--- config.mk ---
export PLATFORM = sky130hd
export DESIGN_NAME = eppm_buffer
export DESIGN_NICKNAME = d
export VERILOG_FILES = /design/src/rtl/eppm_pkg.sv /design/src/rtl/eppm_buffer.sv
export SDC_FILE = /design/constraint.sdc
export NUM_CORES = 1
export LEC_CHECK = 0
export ABC_AREA = 1
export ABC_CLOCK_PERIOD_IN_PS = 1580
export BUFFER_PORTS_ARGS = -buffer_cell sky130_fd_sc_hd__buf_2
export CORE_MARGIN = 2
export CORE_UTILIZATION = 60
export CTS_CLUSTER_SIZE = 12
export DETAILED_ROUTE_END_ITERATION = 8
export HOLD_SLACK_MARGIN = 0.08
export PLACE_DENSITY = 0.77
export SLEW_MARGIN = 40
export SYNTH_ARGS = -nofsm -noshare
export SYNTH_HDL_FRONTEND = slang
export SYNTH_SLANG_ARGS = --single-unit
--- constraint.sdc ---
create_clock -name clock -period 1.58 [get_ports clock]
set_input_delay 0.237 -clock clock [delete_from_list [all_inputs] [get_ports clock]]
set_output_delay 0.237 -clock clock [all_outputs]
set_load 0.05 [all_outputs]
--- src/rtl/eppm_pkg.sv ---
package eppm_pkg;
   localparam int PacketBytes  = 33;
   localparam int FractionBits = 24;
   localparam int StoreSize    = 30;
   localparam int ValueWidth   = 48;

   localparam logic [7:0] StartMark = 8'hA0;
   localparam logic [7:0] EndPlain  = 8'hC0;
   localparam logic [7:0] EndAnalog = 8'hC1;
   localparam logic [7:0] EndTop    = 8'hC6;

   localparam logic CsrEegGain   = 1'b0;
   localparam logic CsrAccelGain = 1'b1;

   typedef logic signed [ValueWidth-1:0] value_type;

   function automatic value_type to_fixed(input logic signed [16:0] v);
      value_type w;
      w = value_type'(v);
      return w <<< FractionBits;
   endfunction

   function automatic value_type halve_sum(input value_type a, input value_type b);
      logic signed [ValueWidth:0] s;
      s = {a[ValueWidth-1], a} + {b[ValueWidth-1], b};
      return s[ValueWidth:1];
   endfunction
endpackage

--- src/rtl/eppm_buffer.sv ---
module eppm_buffer
   import eppm_pkg::*;
(
   input  logic       clock,
   input  logic       wr_en,
   input  logic [5:0] wr_addr,
   input  logic [7:0] wr_data,
   input  logic [5:0] rd_addr,
   output logic [7:0] rd_data
);
   logic [7:0] mem [PacketBytes];
   logic [7:0] rd_data_ff;

   always_ff @(posedge clock) begin
      if (wr_en) begin
         mem[wr_addr] <= wr_data;
      end
      rd_data_ff <= mem[rd_addr];
   end
   assign rd_data = rd_data_ff;
endmodule

# After elaboration in Yosys (flattened, before gate mapping)
# Memory sizes are Yosys's and may differ from the RTL's. A register that Yosys moved wholly into a read port is not among the register bits.
# Index checks and enable logic that the tools add are counted.
op_classes:
  n_mux: 2
ops:
  columns: ["op", "count"]
  rows:
  - ["two-way mux 1 bit", 2]
totals:
  input_bits: 22
  register_bits: 0
  wordCells: 3
  ramBits: 264
  output_inout_bits: 8
  mem_count: 1
memory_table:
  columns: ["memory", "depth", "width", "read_ports", "rd_ports_with_merged_regs", "write_ports", "line", "source"]
  rows:
  - ["mem", 33, 8, 1, 1, 1, "eppm_buffer.sv:11", "logic [7:0] mem [PacketBytes];"]

# Logic depth before layout (Yosys ltp)
# Gate-level depths: netlist (run 1).
depth:
  ltp_word: 2
  ltp_mapped: 11
  depth_no_buf: 9

# Worst setup path before layout (run 1)
# No wires, ideal clock.
synth_path:
  kind: "input to register"
  from: "in wr_addr[4]"
  to: "mem mem[24][0], enable pin"
  setup_ps: 370
  setup_slack_ps: 229
  arrival_ps: 981
  cell_stages: 4
  path_buffers: 0
  t_required_ps: 1210
  cell_sequence: "inv_1 -> nor2_1 -> nand3_1 -> nor2_1"
synth_lines:
  columns: ["item", "line", "source"]
  rows:
  - ["from (decl)", "eppm_buffer.sv:6", "input logic [5:0] wr_addr,"]
  - ["to (decl)", "eppm_buffer.sv:11", null]
# Straight into the memory's write port.

# Final worst setup path (run 1)
layout_path:
  from: "reg rd_data_ff[2] (netlist: rd_data[2]) (read register of mem)"
  to: "out rd_data[2]"
layout_lines:
  columns: ["item", "line", "source"]
  rows:
  - ["from (decl)", "eppm_buffer.sv:12", "logic [7:0] rd_data_ff;"]
  - ["to (decl)", "eppm_buffer.sv:9", "output logic [7:0] rd_data"]
# No word-level cell between the ends.

==> results of run 1 <==
-- cell usage in the layout, fill, tap and decap left out --
master	count
inv_2	1
nand3_1	227
dfxtp_1	8
clkinv_2	1
nor2_1	36
dlygate4sd3_1	1
buf_2	28
buf_12	9
clkbuf_16	27
clkbuf_8	1
nand2_1	338
inv_1	9
edfxtp_1	264
clkbuf_1	14
buf_4	46
clkinv_1	3
-- cell usage after synthesis (all sizes together) --
cell    count  area share [%]
buf        43             3.4
clkbuf     10            0.34
dfxtp       8             1.4
edfxtp    264              72
inv        11            0.37
nand2     338              11
nand3     227              10
nor2       36             1.2
-- path summary, 6_finish.rpt --
path | slack [ns] | start | depth (start not counted) | endpoint
max reg2reg | 0.35 | mem[18][4] | 8 | rd_data[4]
min reg2reg | 0.44 | mem[32][7] | 2 | rd_data[7]
max | 0.14 | rd_data[2] | 1 | rd_data[2]
min | 0.13 | rd_addr[4] | 4 | rd_data[2]
-- per-stage QoR --
step	TNS, ns	hold WS (ns)
6_report	0	0.135
2_1_floorplan	0	0.336
3_3_place_gp	0	0.427
4_1_cts	0	0.122
3_5_place_dp	-0.0137	0.428
5_1_grt	0	0.156
-- power groups by stage --
| stage | Clock (mW) | Combinational (mW) | Sequential, mW |
|---|---|---|---|
| after CTS | 5.66 | 0.984 | 8.00 |
| after detailed placement | 0 | 0.976 | 8.15 |
| final | 5.61 | 0.989 | 8.00 |
| after floorplan | 0 | 0.544 | 8.20 |
| after global routing | 5.94 | 1.08 | 8.00 |
| after global placement | 0 | 0.953 | 8.15 |
-- registers in the layout, indices dropped and copies added, names as in the netlist --
register	count
mem	264
rd_data	8
-- final cells by class --
| type | instances | share of cell area, % |
|---|---|---|
| clock inverter | 3 | 0.0909 |
| sequential | 272 | 65.3 |
| multi-input combinational | 601 | 20.5 |
| timing repair buffer | 84 | 5.46 |
| clock buffer | 42 | 5.99 |
| inverter | 11 | 0.343 |
| tap | 229 | 2.31 |
-- repair_timing --
item | in CTS | in global routing
hold endpoints to repair | 8 | 0
resized for setup | 0 | 0
hold buffers | 1 | 0
endpoints found under the setup margin | 0 | 0
-- kinds of logic after synthesis --
logic type	count (synthesis)	synth area share, %
buffers and inverters	64	4.07
DFF	272	73.0
and+or+nand+nor	601	22.9
-- metal layers --
| layer | share of wire [%] | vias to the layer above |
|---|---|---|
| li1 | - | 3389 |
| met1 | 40 | 3580 |
| met2 | 49 | 358 |
| met3 | 8.1 | 59 |
| met4 | 2.7 | 0 |
| met5 | 0 | - |
==> flow_summary.ini, run 1 <==
[sta]
worst_slack_ns = 0.142
finalHoldViolCount = 0
final_max_slew_viol_count = 0
skew_ns = 0.0112
slew_headroom_pct = 53.7
final_min_period_over_clock_period_pct = 91.0
grt_setup_unrepaired = false
timing.final.crit_period_ns = 1.44
maxClockFrequency_mhz = 695
finalSetupViolations = 0
actual_transition_at_the_worst_max_transition_pin_ns = 0.695

[clocking]
cts_made_buffers = 27
ctsLongestPathBuffers = 3
clock_sinks = 272
cts.clk_slew.worst_paths_ns = 0.06
clock-root-buffer = clkbuf_16
htree_num_levels = 1
post_cts.repair.setup_buffers = 0
worst_skew_pair.late_latency_ns = 0.52
cts_tree = yes

[worst_hold_path]
worstHoldPathType = input pin to flop

[die]
height_of_the_die_um = 140
boundary_pins = 30
floorplan.initialDensity_pct = 61.5
floorplan.rows = 49
die_x_um = 140
floorplan.die_area_sq_mm = 0.0196
core_area_sq_mm = 0.0180

[power]
sw_frac_of_total_pct = 21.7
vdd.ir_drop.worst_v = 0.00108
power.static_leakage_nw = 4.61
seqPwrFrac_pct = 54.8
intPower_mw = 11.4
switching_power_mw = 3.17
pwr_cell_area_mw_per_mm2 = 1180
totalPowerFinal_mw = 14.6
clock_power_share_pct = 38.5
power.combinational.fraction_pct = 6.8

[global_routing]
groute.layer.met2.usage_pct = 43.1
grt_start_max_net_pins = 65
grt_pass1_vias = 7156
global_route.usage.met1_pct = 37.8
grt.met3_usage_pct = 4.30
grt.total_usage_pct = 26.7
global_route.overflow_total = 0
initial_antenna_violation_count = 0
global_route_wire_length_before_repair_mm = 40.0
busiest_layer = met2

[route]
drc = 0
drt_first_iter_violations = 983
wirelength_mm = 25.6
detail_route.vias_per_cell = 5.95
vias = 7386
ant_nets = 0
wl_per_cell_um = 20.6
first_pass_iters = 5

[worst_setup_path]
path_max_fanout = 1
crit_family = flip-flops
cp_cell_sequence = buf_2
number_of_buffers_and_inverters_on_the_critical_path = 1
endpoint_kind = primary output
critPathRequiredTime_ns = 1.34
critPathMaxStageDelay_ns = 0.39
worst-setup-path-type = flop to primary output
worst_ep_arrival_time_ns = 1.20
slowest_stage_cell_on_the_critical_path = dfxtp_1
critical_path.startpoint_type = flop

[yosys]
yosysUniqueCellTypes = 12
post_synth_instance_area_sq_mm = 0.0111
synth-warning-count = 0
ys_seq_area_share_pct = 73.0
ys_ff_latch = 272
synth_nets = 959
synthCells = 937
avgSynthCellArea_sq_um = 11.8

[placement]
globalplace.congestion = 0.858
port_buffers = 29
place_worst_setup_slack_ns = -0.0107
placed_area_sq_mm = 0.0116
final_hpwl_from_detailed_placement_mm = 15.4
placed_cells_incl_taps = 1196

[finish]
utilization_pct = 68.7
area_growth_synth_to_finish_pct = 11.8
diodes = 0
multi_input_comb_area_sq_mm = 0.00254
post-route-cell-area_sq_mm = 0.0124
num-fill-cells = 1277
ff_latch_area_sq_mm = 0.00809
nNetsFinal = 1019
final_layout_size_suffix_gt1_share_pct = 11.2
post_layout_nonfiller_instances = 1242

[flow_run]
cap_viol_max_count = 0

[outcome]
status = completed
(Power assumes the default switching activity.)
==> inputs of run 2 (changes only) <==
CORE_UTILIZATION = 49   (was 60)
PLACE_DENSITY = 0.65   (was 0.77)
==> run 2 against run 1 <==
- sequential power about the same
- sequential cell count unchanged
- global-route usage shrank 4.0 points
- core utilization is 12 points lower
- largest cell class unchanged
- final cell count increased by 5.9%
- clock-buffer cell count up 1
- worst hold slack worse by 0.032 ns
==> flow_summary.ini, run 2 (synthesized netlist as in run 1, its figures left out) <==
[power]
totalPowerFinal_mw = 15.1
vdd.ir_drop.worst_v = 0.000949
power.static_leakage_nw = 4.73
pwr_cell_area_mw_per_mm2 = 1190

[clocking]
cts_hold_repair.buffers = 2
ctsLongestPathBuffers = 3
clock-root-buffer = clkbuf_16
post_cts.repair.setup_buffers = 0
worst_skew_pair.late_latency_ns = 0.54
htree_num_levels = 1
clock_sinks = 272
cts_made_buffers = 28
number_of_gates_resized_after_cts = 0
cts.clk_slew.worst_paths_ns = 0.06
cts_tree = yes

[placement]
final_hpwl_from_detailed_placement_mm = 16.6
globalplace.congestion = 0.878
port_buffers = 29

[global_routing]
grt_pass1_vias = 6903
grt_start_max_net_pins = 65
global_route.overflow_total = 0
grt.total_usage_pct = 22.7
global_route_wire_length_before_repair_mm = 40.9
initial_antenna_violation_count = 0

[route]
vias = 7234
drc = 0
wirelength_mm = 26.5
detail_route.vias_per_cell = 5.50
drt_first_iter_violations = 903
ant_nets = 0
wl_per_cell_um = 20.2
first_pass_iters = 5

[finish]
diodes = 0
mostFrequentLayoutCell = nand2_1
layout_common_cells = nand2_1 (338), edfxtp_1 (264), nand3_1 (227)
largest_register_ffs = 264
nNetsFinal = 1032
registers.top_by_ff_count = mem
final_layout_size_suffix_gt1_share_pct = 12.4
utilization_pct = 56.6
area_growth_synth_to_finish_pct = 14.7

[sta]
timing.final.crit_period_ns = 1.44
maxClockFrequency_mhz = 695
finalSetupViolations = 0
actual_transition_at_the_worst_max_transition_pin_ns = 0.512
final_max_slew_viol_count = 0
skew_ns = 0.0217
final_min_period_over_clock_period_pct = 91.1
grt_setup_unrepaired = false
finalHoldViolCount = 0
slew_headroom_pct = 65.8
fin_tns_setup_ns = 0

[flow_run]
cap_viol_max_count = 0

[die]
core_area_sq_mm = 0.0224
floorplan.initialDensity_pct = 49.4
die_x_um = 154
floorplan.rows = 55
height_of_the_die_um = 154
floorplan.die_area_sq_mm = 0.0238
boundary_pins = 30

[worst_setup_path]
number_of_buffers_and_inverters_on_the_critical_path = 1
path_max_fanout = 1
cp_cell_sequence = buf_2
rrSetupSlack_ns = 0.37
slowest_stage_cell_on_the_critical_path = dfxtp_1
critPathRequiredTime_ns = 1.34
critical_path.startpoint_type = flop
worst-setup-path-type = flop to primary output
crit_family = flip-flops
endpoint_kind = primary output
critPathMaxStageDelay_ns = 0.38
worst_ep_arrival_time_ns = 1.20

[outcome]
status = completed

[worst_hold_path]
worstHoldPathType = input pin to flop
==> run 2: final timing paths <==
| kind | depth (start not counted) | endpoint | from |
|---|---|---|---|
| max | 1 | rd_data[3] | rd_data[3] |
| min | 1 | mem[2][4] | wr_data[4] |
| min reg2reg | 2 | rd_data[2] | mem[32][2] |
| max reg2reg | 8 | rd_data[5] | mem[17][5] |
==> run 2: stage by stage <==
| stage | instances | setup slack (ns) | instance area (sq um) | hold WS [ns] |
|---|---|---|---|---|
| after detailed placement | 1263 | -0.0215 | 11900 | 0.440 |
| after CTS | 1315 | 0.127 | 12700 | 0.103 |
| after global placement | 1263 | 0.00860 | 11900 | 0.424 |
| after global routing | 1315 | 0.112 | 12700 | 0.103 |
| after floorplan | 937 | 0.229 | 11100 | 0.336 |
| final | 1315 | 0.141 | 12700 | 0.102 |
==> run 2: layout make-up <==
cell class / instances / area, sq um
fill: 1834 / 9730
sequential: 272 / 8090
multi-input combinational: 601 / 2540
timing repair buffer: 96 / 843
clock buffer: 43 / 767
tap: 285 / 357
clock inverter: 7 / 70.1
inverter: 11 / 43.8
==> run 2: layer usage <==
| metal | part of all wire (%) | global-route usage [%] | up-vias |
|---|---|---|---|
| met2 | 47 | 36.5 | 298 |
| met1 | 43 | 33.1 | 3478 |
| met5 | 0 | 0 | - |
| met4 | 2.2 | 5.78 | 0 |
| met3 | 7.2 | 3.11 | 38 |
| li1 | - | - | 3420 |
==> run 2: power by group <==
group	switching, mW	total [mW]	internal, mW
combinational	0.730	1.04	0.307
clock	2.57	6.07	3.49
sequential	0.0242	8.00	7.97
total	3.33	15.1	11.8
==> inputs of run 3 (changes only) <==
CTS_CLUSTER_SIZE = not set   (was 12)
RECOVER_POWER = 50   (was not set)
==> run 3 against run 2 <==
- die area unchanged
- first-iteration DRC count decreased by 18%
- clock skew fell by 0.0012 ns
- setup slack better by 0.0044 ns
==> flow_summary.ini, run 3 (synthesized netlist as in run 1, its figures left out) <==
[outcome]
status = completed

[power]
pwr_cell_area_mw_per_mm2 = 1180
vdd.ir_drop.worst_v = 0.00102
power.static_leakage_nw = 4.68

[die]
floorplan.rows = 55
floorplan.initialDensity_pct = 49.4
die_x_um = 154
height_of_the_die_um = 154
floorplan.die_area_sq_mm = 0.0238
core_area_sq_mm = 0.0224
boundary_pins = 30

[sta]
actual_transition_at_the_worst_max_transition_pin_ns = 0.988
grt_setup_unrepaired = false
final_min_period_over_clock_period_pct = 90.8
timing.final.crit_period_ns = 1.43
slew_headroom_pct = 34.1
finalSetupViolations = 0
fin_tns_setup_ns = 0
finalHoldViolCount = 0
final_max_slew_viol_count = 0
skew_ns = 0.0205
maxClockFrequency_mhz = 697

[worst_setup_path]
path_max_fanout = 1
endpoint_kind = primary output
cp_cell_sequence = buf_2
critPathMaxStageDelay_ns = 0.37
critical_path.startpoint_type = flop
crit_family = flip-flops
worst-setup-path-type = flop to primary output
slowest_stage_cell_on_the_critical_path = dfxtp_1
number_of_buffers_and_inverters_on_the_critical_path = 1
critPathRequiredTime_ns = 1.34
worst_ep_arrival_time_ns = 1.20

[placement]
globalplace.congestion = 0.878
final_hpwl_from_detailed_placement_mm = 16.6
port_buffers = 29
placed_area_sq_mm = 0.0119

[route]
ant_nets = 0
first_pass_iters = 5
wl_per_cell_um = 20.1
drc = 0
drt_first_iter_violations = 742
detail_route.vias_per_cell = 5.46
wirelength_mm = 26.4
vias = 7178

[clocking]
worst_skew_pair.late_latency_ns = 0.54
ctsLongestPathBuffers = 3
cts_tree = yes
number_of_gates_resized_after_cts = 0
cts.clk_slew.worst_paths_ns = 0.06
clock-root-buffer = clkbuf_16
cts_made_buffers = 27
htree_num_levels = 1
clock_sinks = 272

[finish]
layout_common_cells = nand2_1 (338), edfxtp_1 (264), nand3_1 (227)
final_layout_size_suffix_gt1_share_pct = 11.7
num-fill-cells = 1861
utilization_pct = 56.1
mostFrequentLayoutCell = nand2_1
nNetsFinal = 1031
largest_register_ffs = 264
area_growth_synth_to_finish_pct = 13.6
registers.top_by_ff_count = mem
diodes = 0
post-route-cell-area_sq_mm = 0.0126

[worst_hold_path]
worstHoldPathType = input pin to flop

[flow_run]
cap_viol_max_count = 0

[global_routing]
global_route_wire_length_before_repair_mm = 40.9
global_route.overflow_total = 0
initial_antenna_violation_count = 0
grt.total_usage_pct = 22.7
grt_start_max_net_pins = 65
grt_pass1_vias = 6942
[run 3: stage by stage]
| step | cells | worst slack (ns) | hold WS [ns] | power [mW] |
|---|---|---|---|---|
| 2_1_floorplan | 937 | 0.229 | 0.336 | 8.75 |
| 3_3_place_gp | 1263 | 0.00860 | 0.424 | 9.17 |
| 3_5_place_dp | 1263 | -0.0215 | 0.440 | 9.18 |
| 4_1_cts | 1315 | 0.122 | 0.100 | 15.0 |
| 5_1_grt | 1315 | 0.0629 | 0.176 | 15.3 |
| 6_report | 1315 | 0.146 | 0.180 | 14.9 |
[run 3: routing by layer]
layer	track usage, %	routed length (um)
met1	32.6	11600
met4	6.75	660
met2	36.5	12400
met3	3.42	1660
met5	0	0
[run 3: timing repair]
| item | in CTS | in global routing |
|---|---|---|
| buffers inserted | 0 | 0 |
| hold buffers | 2 | 0 |
| endpoints found under the hold margin | 10 | 0 |
[run 3: final timing paths]
kind	slack (ns)	cells past startpoint	end	start
min	0.18	4	rd_data[1]	rd_addr[4]
max	0.15	1	rd_data[0]	rd_data[0]
min reg2reg	0.46	2	rd_data[0]	mem[32][0]
max reg2reg	0.35	8	rd_data[6]	mem[27][6]
[run 3: cell type report]
cell class	count	area [sq um]	share of cell area, %
clock inverter	11	52.6	0.418
tap	285	357	2.83
sequential	272	8090	64.3
multi-input combinational	601	2540	20.2
clock buffer	39	761	6.05
inverter	11	43.8	0.348
timing repair buffer	96	742	5.90
[run 3: power by group]
group          internal, mW  switching, mW
sequential             7.98         0.0243
clock                  3.33           2.52
combinational         0.279          0.726
